### config.mk
export PLATFORM = sky130hd
export DESIGN_NAME = run_length_decimal_modulo
export DESIGN_NICKNAME = d
export VERILOG_FILES = /design/src/rtl/rld_pkg.sv /design/src/rtl/rld_table_mem.sv /design/src/rtl/rld_modmul.sv /design/src/rtl/rld_qdiv.sv /design/src/rtl/run_length_decimal_modulo.sv
export SDC_FILE = /design/constraint.sdc
export NUM_CORES = 2
export LEC_CHECK = 0
export BUFFER_PORTS_ARGS = -buffer_cell sky130_fd_sc_hd__buf_2
export CORE_ASPECT_RATIO = 0.5
export CORE_MARGIN = 2
export CORE_UTILIZATION = 56
export CTS_CLUSTER_DIAMETER = 150
export DETAILED_ROUTE_END_ITERATION = 12
export MAX_ROUTING_LAYER = met4
export PLACE_DENSITY = 0.72
export SYNTH_ARGS = -nofsm -noshare
export SYNTH_HDL_FRONTEND = slang
export SYNTH_SLANG_ARGS = --single-unit
### constraint.sdc
create_clock -name clk -period 9.8 [get_ports clk]
set_input_delay 0.98 -clock clk [delete_from_list [all_inputs] [get_ports clk]]
set_output_delay 0.98 -clock clk [all_outputs]
set_load 0.01 [all_outputs]
### src/rtl/rld_pkg.sv
package rld_pkg;

  // Field and datapath widths.
  localparam int DIGIT_W = 4;
  localparam int LEN_W   = 31;
  localparam int DIV_W   = 16;
  localparam int VAL_W   = 30;
  localparam int QUOT_W  = 14;

  // Number of run-length bits that the scan can ever look at.
  localparam int LEN_BITS = 31;

  typedef logic [VAL_W-1:0] val_t;

  localparam val_t PRIME_FACTOR = 30'd10007;
  localparam val_t RADIX        = 30'd10;

  // One table row: R(2^i) mod M and 10^(2^i) mod M.
  typedef struct packed {
    val_t rep;
    val_t pow;
  } tbl_entry_t;

endpackage

### src/rtl/rld_table_mem.sv
module rld_table_mem #(
  parameter int DEPTH = 31,
  localparam int AW = $clog2(DEPTH)
) (
  input  logic                clk,
  input  logic                we,
  input  logic [AW-1:0]       waddr,
  input  rld_pkg::tbl_entry_t wdata,
  input  logic [AW-1:0]       raddr,
  output rld_pkg::tbl_entry_t rdata
);

  rld_pkg::tbl_entry_t mem [DEPTH];
  rld_pkg::tbl_entry_t rdata_r;

  // Single write port, single registered read port.
  always_ff @(posedge clk) begin
    if (we) begin
      mem[waddr] <= wdata;
    end
    rdata_r <= mem[raddr];
  end

  assign rdata = rdata_r;

endmodule

### src/rtl/rld_modmul.sv
module rld_modmul (
  input  logic          clk,
  input  logic          rst_n,
  input  logic          start,
  input  rld_pkg::val_t a,
  input  rld_pkg::val_t b,
  input  rld_pkg::val_t m,
  output logic          done,
  output rld_pkg::val_t prod
);

  // Interleaved shift-and-add reduction, one multiplier bit per cycle,
  // most significant bit first. The multiplicand must be below m; the
  // multiplier may take any value of its width.
  localparam int T_W   = rld_pkg::VAL_W + 2;
  localparam int CNT_W = $clog2(rld_pkg::VAL_W + 1);

  rld_pkg::val_t acc_r, acc_nxt;
  rld_pkg::val_t a_r;
  rld_pkg::val_t b_r;
  logic [CNT_W-1:0] cnt_r;
  logic busy_r;
  logic done_r;

  logic [T_W-1:0] t;
  logic [T_W-1:0] m1;
  logic [T_W-1:0] m2;

  always_comb begin
    m1 = T_W'(m);
    m2 = {1'b0, m, 1'b0};
    t  = {1'b0, acc_r, 1'b0} + (b_r[rld_pkg::VAL_W-1] ? T_W'(a_r) : '0);
    if (t >= m2) begin
      acc_nxt = rld_pkg::VAL_W'(t - m2);
    end else if (t >= m1) begin
      acc_nxt = rld_pkg::VAL_W'(t - m1);
    end else begin
      acc_nxt = rld_pkg::VAL_W'(t);
    end
  end

  always_ff @(posedge clk) begin
    if (!rst_n) begin
      busy_r <= 1'b0;
      done_r <= 1'b0;
      cnt_r  <= '0;
    end else if (start) begin
      busy_r <= 1'b1;
      done_r <= 1'b0;
      cnt_r  <= CNT_W'(rld_pkg::VAL_W);
    end else if (busy_r) begin
      cnt_r  <= cnt_r - 1'b1;
      busy_r <= (cnt_r != CNT_W'(1));
      done_r <= (cnt_r == CNT_W'(1));
    end else begin
      done_r <= 1'b0;
    end
  end

  always_ff @(posedge clk) begin
    if (start) begin
      acc_r <= '0;
      a_r   <= a;
      b_r   <= b;
    end else if (busy_r) begin
      acc_r <= acc_nxt;
      b_r   <= {b_r[rld_pkg::VAL_W-2:0], 1'b0};
    end
  end

  assign done = done_r;
  assign prod = acc_r;

endmodule

### src/rtl/rld_qdiv.sv
module rld_qdiv (
  input  logic                        clk,
  input  logic                        rst_n,
  input  logic                        start,
  input  rld_pkg::val_t               num,
  input  logic [rld_pkg::DIV_W-1:0]   den,
  output logic                        done,
  output logic [rld_pkg::QUOT_W-1:0]  quot
);

  // Restoring division, one quotient bit per cycle. The dividend is known to
  // be below PRIME_FACTOR times the divisor, so the quotient fits QUOT_W bits.
  localparam int CNT_W = $clog2(rld_pkg::QUOT_W + 1);

  rld_pkg::val_t rem_r;
  rld_pkg::val_t dv_r;
  logic [rld_pkg::QUOT_W-1:0] q_r;
  logic [CNT_W-1:0] cnt_r;
  logic busy_r;
  logic done_r;
  logic ge;

  assign ge = (rem_r >= dv_r);

  always_ff @(posedge clk) begin
    if (!rst_n) begin
      busy_r <= 1'b0;
      done_r <= 1'b0;
      cnt_r  <= '0;
    end else if (start) begin
      busy_r <= 1'b1;
      done_r <= 1'b0;
      cnt_r  <= CNT_W'(rld_pkg::QUOT_W);
    end else if (busy_r) begin
      cnt_r  <= cnt_r - 1'b1;
      busy_r <= (cnt_r != CNT_W'(1));
      done_r <= (cnt_r == CNT_W'(1));
    end else begin
      done_r <= 1'b0;
    end
  end

  always_ff @(posedge clk) begin
    if (start) begin
      rem_r <= num;
      dv_r  <= rld_pkg::VAL_W'(den) << (rld_pkg::QUOT_W - 1);
      q_r   <= '0;
    end else if (busy_r) begin
      if (ge) begin
        rem_r <= rem_r - dv_r;
      end
      q_r  <= {q_r[rld_pkg::QUOT_W-2:0], ge};
      dv_r <= dv_r >> 1;
    end
  end

  assign done = done_r;
  assign quot = q_r;

endmodule

### src/rtl/run_length_decimal_modulo.sv
// Run-length decimal remainder engine.
// A decimal number arrives most significant part first on the in_ stream, one
// run (digit, run length) per transfer; in_tuser set clears the running
// remainder before that run. Every run answers with one transfer on the out_
// stream carrying the remainder modulo M = 10007 * divisor and the quotient
// floor(remainder / divisor). The divisor is written through cfg_we/cfg_wdata
// (zero is taken as one); each write rebuilds the tables of 10^(2^i) mod M and
// R(2^i) mod M held in the table memory.
// The work per run grows with the number of set bits in the run length, and the
// next run is taken only once the result of the last has been loaded. The cost is
// set by the two bit-serial modular multipliers (both running side by side), the
// scan step per length bit, the table read per set bit and the divider.
// in_tready is low during the table rebuild after reset or a divisor write.
// Reset clears the remainder, sets the divisor to one and starts a rebuild.
// A finished result waits in the output register while the receiver stalls;
// the next run is accepted meanwhile and is held before its result is loaded
// until the waiting transfer has completed.
module run_length_decimal_modulo #(
  parameter int TABLE_DEPTH = 31
) (
  input  logic        clk,
  input  logic        rst_n,
  // Input stream.
  input  logic        in_tvalid,
  output logic        in_tready,
  input  logic [39:0] in_tdata,   // digit[3:0], run_length[34:4], zero fill
  input  logic        in_tuser,   // start_req
  // Result stream.
  output logic        out_tvalid,
  input  logic        out_tready,
  output logic [47:0] out_tdata,  // remainder_mod[29:0], quotient_mod[43:30], zero fill
  // Configuration.
  input  logic        cfg_we,
  input  logic [15:0] cfg_wdata
);

  localparam int IW = $clog2(TABLE_DEPTH);
  localparam int CW = $clog2(TABLE_DEPTH + 1);
  // Only this many run-length bits have table rows behind them.
  localparam int SCAN_LIMIT = (TABLE_DEPTH < rld_pkg::LEN_BITS) ? TABLE_DEPTH
                                                                : rld_pkg::LEN_BITS;

  typedef enum logic [9:0] {
    S_BINIT  = 10'b0000000001,
    S_BSTART = 10'b0000000010,
    S_BMUL   = 10'b0000000100,
    S_IDLE   = 10'b0000001000,
    S_SCAN   = 10'b0000010000,
    S_BITRD  = 10'b0000100000,
    S_BITMUL = 10'b0001000000,
    S_FINMUL = 10'b0010000000,
    S_DIV    = 10'b0100000000,
    S_OUT    = 10'b1000000000
  } state_t;

  // Sum of two residues, both below m.
  function automatic rld_pkg::val_t addmod(input rld_pkg::val_t x, input rld_pkg::val_t y,
                                           input rld_pkg::val_t m);
    logic [rld_pkg::VAL_W:0] s;
    s = {1'b0, x} + {1'b0, y};
    if (s >= {1'b0, m}) begin
      s = s - {1'b0, m};
    end
    return rld_pkg::VAL_W'(s);
  endfunction

  state_t state_r, state_nxt;
  logic [rld_pkg::DIV_W-1:0] divisor_r, divisor_nxt;
  rld_pkg::val_t m_r, m_nxt;
  rld_pkg::val_t rem_r, rem_nxt;
  rld_pkg::val_t pw_r, pw_nxt;
  rld_pkg::val_t rep_r, rep_nxt;
  logic [CW-1:0] idx_r, idx_nxt;
  logic [rld_pkg::LEN_W-1:0] len_r, len_nxt;
  logic [rld_pkg::DIGIT_W-1:0] digit_r, digit_nxt;
  logic out_valid_r, out_valid_nxt;
  rld_pkg::val_t out_rem_r;
  logic [rld_pkg::QUOT_W-1:0] out_quot_r;

  logic [rld_pkg::DIV_W-1:0] cfg_div;
  logic in_xfer;
  logic out_load;
  logic scan_end;

  // Table memory signals.
  logic mem_we;
  logic [IW-1:0] mem_waddr;
  rld_pkg::tbl_entry_t mem_wdata;
  rld_pkg::tbl_entry_t mem_rdata;

  // Multiplier signals. Unit A and unit B always start together.
  logic mm_start;
  rld_pkg::val_t mm_a_a, mm_b_a, mm_a_b, mm_b_b;
  logic mm_done_a, mm_done_b;
  rld_pkg::val_t mm_prod_a, mm_prod_b;

  // Divider signals.
  logic div_start;
  rld_pkg::val_t div_num;
  logic div_done;
  logic [rld_pkg::QUOT_W-1:0] div_quot;

  assign cfg_div  = (cfg_wdata == '0) ? rld_pkg::DIV_W'(1) : cfg_wdata;
  assign in_tready = (state_r == S_IDLE) && !cfg_we;
  assign in_xfer  = in_tvalid && in_tready;
  assign scan_end = (idx_r == CW'(SCAN_LIMIT));
  assign out_load = (state_r == S_OUT) && (!out_valid_r || out_tready) && !cfg_we;

  // Operand selection. During a rebuild the units square the power and
  // extend the repunit; per set length bit they fold in one table row; at the
  // end of the scan they form rem * 10^L and digit * R(L).
  always_comb begin
    if (state_r == S_BSTART) begin
      mm_a_a = pw_r;
      mm_b_a = pw_r;
      mm_a_b = rep_r;
      mm_b_b = addmod(pw_r, rld_pkg::VAL_W'(1), m_r);
    end else if (state_r == S_BITRD) begin
      mm_a_a = pw_r;
      mm_b_a = mem_rdata.rep;
      mm_a_b = pw_r;
      mm_b_b = mem_rdata.pow;
    end else begin
      mm_a_a = pw_r;
      mm_b_a = rem_r;
      mm_a_b = rep_r;
      mm_b_b = rld_pkg::VAL_W'(digit_r);
    end
  end

  assign mm_start = (state_r == S_BSTART) || (state_r == S_BITRD)
                  || ((state_r == S_SCAN) && scan_end);

  assign mem_we = (state_r == S_BINIT) || ((state_r == S_BMUL) && mm_done_a);
  // Row zero is written on entry to the rebuild, whatever the index holds.
  assign mem_waddr = (state_r == S_BINIT) ? '0 : idx_r[IW-1:0];
  always_comb begin
    if (state_r == S_BINIT) begin
      mem_wdata.rep = rld_pkg::VAL_W'(1);
      mem_wdata.pow = rld_pkg::RADIX;
    end else begin
      mem_wdata.rep = mm_prod_b;
      mem_wdata.pow = mm_prod_a;
    end
  end

  assign div_num   = addmod(mm_prod_a, mm_prod_b, m_r);
  assign div_start = (state_r == S_FINMUL) && mm_done_a;

  always_comb begin
    state_nxt     = state_r;
    divisor_nxt   = divisor_r;
    m_nxt         = m_r;
    rem_nxt       = rem_r;
    pw_nxt        = pw_r;
    rep_nxt       = rep_r;
    idx_nxt       = idx_r;
    len_nxt       = len_r;
    digit_nxt     = digit_r;
    out_valid_nxt = out_valid_r;

    if (out_load) begin
      out_valid_nxt = 1'b1;
    end else if (out_tready) begin
      out_valid_nxt = 1'b0;
    end

    unique case (state_r)
      S_BINIT: begin
        // Row zero: 10 and 1 are already below any modulus.
        pw_nxt    = rld_pkg::RADIX;
        rep_nxt   = rld_pkg::VAL_W'(1);
        idx_nxt   = CW'(1);
        state_nxt = S_BSTART;
      end
      S_BSTART: begin
        state_nxt = S_BMUL;
      end
      S_BMUL: begin
        if (mm_done_a) begin
          pw_nxt  = mm_prod_a;
          rep_nxt = mm_prod_b;
          if (idx_r == CW'(TABLE_DEPTH - 1)) begin
            state_nxt = S_IDLE;
          end else begin
            idx_nxt   = idx_r + 1'b1;
            state_nxt = S_BSTART;
          end
        end
      end
      S_IDLE: begin
        if (in_xfer) begin
          digit_nxt = in_tdata[3:0];
          len_nxt   = in_tdata[34:4];
          if (in_tuser) begin
            rem_nxt = '0;
          end
          pw_nxt    = rld_pkg::VAL_W'(1);
          rep_nxt   = '0;
          idx_nxt   = '0;
          state_nxt = S_SCAN;
        end
      end
      S_SCAN: begin
        if (scan_end) begin
          state_nxt = S_FINMUL;
        end else if (len_r[0]) begin
          state_nxt = S_BITRD;
        end else begin
          idx_nxt = idx_r + 1'b1;
          len_nxt = len_r >> 1;
        end
      end
      S_BITRD: begin
        state_nxt = S_BITMUL;
      end
      S_BITMUL: begin
        if (mm_done_a) begin
          rep_nxt   = addmod(rep_r, mm_prod_a, m_r);
          pw_nxt    = mm_prod_b;
          idx_nxt   = idx_r + 1'b1;
          len_nxt   = len_r >> 1;
          state_nxt = S_SCAN;
        end
      end
      S_FINMUL: begin
        if (mm_done_a) begin
          rem_nxt   = div_num;
          state_nxt = S_DIV;
        end
      end
      S_DIV: begin
        if (div_done) begin
          state_nxt = S_OUT;
        end
      end
      S_OUT: begin
        if (out_load) begin
          state_nxt = S_IDLE;
        end
      end
      default: begin
        state_nxt = S_BINIT;
      end
    endcase

    // A divisor write restarts the rebuild whatever is going on.
    if (cfg_we) begin
      divisor_nxt = cfg_div;
      m_nxt       = rld_pkg::VAL_W'(rld_pkg::VAL_W'(cfg_div) * rld_pkg::PRIME_FACTOR);
      state_nxt   = S_BINIT;
    end
  end

  always_ff @(posedge clk) begin
    if (!rst_n) begin
      state_r     <= S_BINIT;
      divisor_r   <= rld_pkg::DIV_W'(1);
      m_r         <= rld_pkg::PRIME_FACTOR;
      rem_r       <= '0;
      out_valid_r <= 1'b0;
    end else begin
      state_r     <= state_nxt;
      divisor_r   <= divisor_nxt;
      m_r         <= m_nxt;
      rem_r       <= rem_nxt;
      out_valid_r <= out_valid_nxt;
    end
  end

  always_ff @(posedge clk) begin
    pw_r    <= pw_nxt;
    rep_r   <= rep_nxt;
    idx_r   <= idx_nxt;
    len_r   <= len_nxt;
    digit_r <= digit_nxt;
    if (out_load) begin
      out_rem_r  <= rem_r;
      out_quot_r <= div_quot;
    end
  end

  rld_table_mem #(
    .DEPTH (TABLE_DEPTH)
  ) u_mem (
    .clk   (clk),
    .we    (mem_we),
    .waddr (mem_waddr),
    .wdata (mem_wdata),
    .raddr (idx_r[IW-1:0]),
    .rdata (mem_rdata)
  );

  rld_modmul u_mm_a (
    .clk   (clk),
    .rst_n (rst_n),
    .start (mm_start),
    .a     (mm_a_a),
    .b     (mm_b_a),
    .m     (m_r),
    .done  (mm_done_a),
    .prod  (mm_prod_a)
  );

  rld_modmul u_mm_b (
    .clk   (clk),
    .rst_n (rst_n),
    .start (mm_start),
    .a     (mm_a_b),
    .b     (mm_b_b),
    .m     (m_r),
    .done  (mm_done_b),
    .prod  (mm_prod_b)
  );

  rld_qdiv u_div (
    .clk   (clk),
    .rst_n (rst_n),
    .start (div_start),
    .num   (div_num),
    .den   (divisor_r),
    .done  (div_done),
    .quot  (div_quot)
  );

  assign out_tvalid = out_valid_r;
  assign out_tdata  = {4'b0, out_quot_r, out_rem_r};

  // The two multipliers share one start and must finish in the same cycle.
  a_mm_lockstep: assert property (@(posedge clk) disable iff (!rst_n)
    mm_done_a == mm_done_b)
    else $error("multiplier units out of step");

  // A divisor write blocks new runs while the tables are rebuilt.
  a_cfg_blocks_input: assert property (@(posedge clk) disable iff (!rst_n)
    cfg_we |=> !in_tready)
    else $error("input accepted during table rebuild");

  // The remainder is always reduced, so the quotient stays below 10007.
  a_quot_range: assert property (@(posedge clk) disable iff (!rst_n)
    out_valid_r |-> (rld_pkg::VAL_W'(out_quot_r) < rld_pkg::PRIME_FACTOR))
    else $error("quotient out of range");

  // A result only appears after its run has passed through the hand-off state.
  a_out_from_seq: assert property (@(posedge clk) disable iff (!rst_n)
    $rose(out_valid_r) |-> $past(state_r == S_OUT))
    else $error("result raised outside the hand-off state");

endmodule
==> impl_results.md <==
- Outcome: finished clean
- Setup crit end kind: flop
- Most used cell, CP: inv_1
- Max stage delay on crit path: 0.65 ns
- Vias in the first global route: 68424
- Leak: 0.0461 µW
- CTS buffer count: 211
- Fraction of registers with async set/reset: 0%
- DIE WIDTH: 647 µm
- Sequential share of the synthesized area: 60.6%
- Port bufs: 102
- Worst Tran Pin Value: 1.36 ns
- Syn. warnings: 0
- Hpwl dp: 207000 µm
- Placer congestion estimate: 0.984
- Number of max-cap violations: 0
- Via count: 71912
- WL final: 330000 µm
- Slowest cell on the critical path: a2111oi_0
- VDD IR max: 0.000352 V
- Post-CTS sizing: 0
- Initial Utilization: 56.6%
- EDFF count, synth: 2170
- # IOs: 112
- Clock Tree Buf Depth: 4
- Startpoint Class: primary input
- CP Max Fanout: 15
- Pwr Density: 295 nW/µm²
- CTS tree: yes
- Final setup viols: 0
- Pre-Repair DR Iteration Count: 8
- DR vias/cell: 6.53
- Layout Nets: 8702
- Fmax: 126 MHz
- DRT iter0 DRCs: 9662
- Largest net degree at the start of global routing: 158
- CP Data Arrival Time: 8.62 ns
- Post-CTS Setup Bufs: 0
- Final Skew: 0.0884 ns
- Rows: 117
- Clk Latency, worst-skew pair: 0.88 ns
- Placed Cells incl. Taps: 10589
- DR DRC count: 0
- CTS clk-pin slew, worst paths: 0.07 ns
- Ys flop type: edfxtp_1
- Final cell count without fillers: 11014
- Post-layout util: 62.3%
- Fin. Hold Viols: 0
- Worst EP required: 10.50 ns
- Final min period: 7.92 ns
- Worst Path Class, Setup: primary input to flop
- Gr usage total: 32.1%
- CORE AREA: 205000 µm²
- Die Y: 326 µm
- Remaining Overflow, GRT: 0
- Final period util: 80.8%
- Worst hold path type: primary input to flop
- Proportion of layout cells with a drive suffix above 1: 15.7%
- Post-route setup TNS: 0 ns
- H-tree levels: 4
- Fill cells: 14687
- Worst slew margin: 9.41%
- TritonCTS sink count: 2422
- Synthesized instance count: 7907
- Slew Limit Fails: 0
- First-pass GRT wire length: 474000 µm
- Synth cell types: 92
- Synth-to-Final Area Change: 9.95%
- Clk root buf: clkbuf_16
- DRT antenna net count: 0
- Hold buffer count at CTS: 0
- Die area: 211000 µm²
- Syn Std Cell Area: 116000 µm²
- Number of synthesized register bits: 2422
- Routed WL per cell: 30.0 µm
- Syn Area/Cell: 14.6 µm²
- Antenna violations before repair: 32
- RSZ-0062 raised after global routing: no
state kept, by name, indices dropped and copies added (netlist names), 10 cells and up:
signal	count
u_mm_a.b_r	30
u_mem.rdata	60
u_mm_b.prod	30
u_mem.mem	1860
out_quot_r	14
divisor_r	16
rep_r	30
pw_r	30
m_r	29
rem_r	30
state_r	10
u_mm_a.a_r	30
u_div.rem_r	30
len_r	31
u_div.quot	14
u_mm_b.b_r	30
out_rem_r	30
u_mm_a.prod	30
u_div.dv_r	29
u_mm_b.a_r	30
final timing paths:
| kind | start | to | slack, ns | cells past startpoint |
|---|---|---|---|---|
| setup / recovery | cfg_wdata[12] | m_r[29] | 1.88 | 31 |
| hold / removal | in_tdata[1] | digit_r[1] | 0.31 | 1 |
| setup reg to reg | u_mm_a.prod[4] | rep_r[0] | 2.61 | 23 |
| hold reg to reg | u_div.quot[13] | out_quot_r[13] | 0.44 | 0 |
layout make-up:
class	instances	area [µm²]	share of cell area (%)
Sequential cell	2422	70200	55.1
Multi-Input combinational cell	4854	43500	34.1
Clock buffer	291	6080	4.77
Tap cell	2737	3420	2.69
Timing Repair Buffer	269	1810	1.42
Inverter	307	1150	0.907
Clock inverter	95	1090	0.854
Antenna cell	39	97.6	0.0766
kinds of logic (layout without fill, tap and decap cells):
kind of cell | after synthesis | count (layout) | share of synthesized area [%]
flip-flops | 2422 | 2422 | 60.6
AND/OR/NAND/NOR | 1551 | 1551 | 6.33
XOR/XNOR | 356 | 356 | 2.69
multiplexers | 814 | 814 | 12.8
AO/OA/AOI/OAI | 1554 | 1554 | 8.70
adder cells (fa/ha/maj) | 575 | 575 | 6.75
other | 1 | 43 | 0.00324
buffers and inverters | 634 | 962 | 2.11
power breakdown:
part	switching, µW	total, µW	leakage (µW)	internal (µW)
clock	3790	8710	0.00351	4920
sequential	629	12500	0.0222	11900
combinational	10100	16300	0.0204	6250
through the flow:
step	setup WS, ns	hold slack, ns	area (µm²)	total power [µW]
after floorplan	1.25	0.408	116000	23900
after global placement	1.10	0.424	120000	28500
after detailed placement	1.06	0.426	120000	28600
after CTS	1.93	0.265	127000	37300
after global routing	1.19	0.291	127000	39500
final	1.88	0.311	127000	37600
per-layer routing:
layer	vias to the layer above	global-route usage, %	share of wire [%]
li1	31025	-	-
met1	36292	44.9	40
met2	4076	45.9	44
met3	519	9.82	13
met4	0	8.71	2.8
met5	-	-	0
placed cells by master, fill, tap and decap left out, drive strengths merged, types with 39 or more instances in the layout:
cell | synthesis | final
a211oi | 53 | 53
a21boi | 45 | 45
a21o | 191 | 191
a21oi | 382 | 382
a22o | 58 | 58
a22oi | 53 | 53
a31oi | 69 | 69
and2 | 140 | 140
buf | 95 | 269
clkbuf | 232 | 291
clkinv | 2 | 59
dfxtp | 252 | 252
diode | 0 | 39
edfxtp | 2170 | 2170
fa | 83 | 83
ha | 492 | 492
inv | 305 | 310
mux2 | 72 | 72
mux2i | 215 | 215
mux4 | 527 | 527
nand2 | 512 | 512
nand2b | 65 | 65
nand3 | 89 | 89
nand4 | 49 | 49
nor2 | 385 | 385
nor2b | 81 | 81
nor3 | 94 | 94
o211ai | 52 | 52
o21a | 59 | 59
o21ai | 361 | 361
o21bai | 42 | 42
xnor2 | 235 | 235
xor2 | 121 | 121
synth_stat cells (all sizes together), types with 58 or more instances:
cell type	instances	area share, %
nor3	94	0.41
a21oi	382	1.7
xnor2	235	1.8
edfxtp	2170	56
dfxtp	252	4.4
and2	140	0.76
ha	492	5.3
inv	305	0.99
o21a	59	0.38
mux2i	215	1.9
mux2	72	0.70
a22o	58	0.44
fa	83	1.4
buf	95	0.37
a31oi	69	0.37
o21ai	361	1.6
nand3	89	0.38
nor2b	81	0.44
nand2	512	1.7
mux4	527	10
a21o	191	1.2
clkbuf	232	0.75
nand2b	65	0.35
xor2	121	0.91
nor2	385	1.2
worst max-delay path, delay by kind of cell:
family	cells	cell delay, ns
AOI/OAI and AO/OA	8	2.06
xor gates and xnor gates	1	0.18
adders and majority gates	8	3.10
buffers and inverters	7	0.57
and+or+nand+nor	7	1.71
Note: power is estimated with default switching activity, not from simulation.
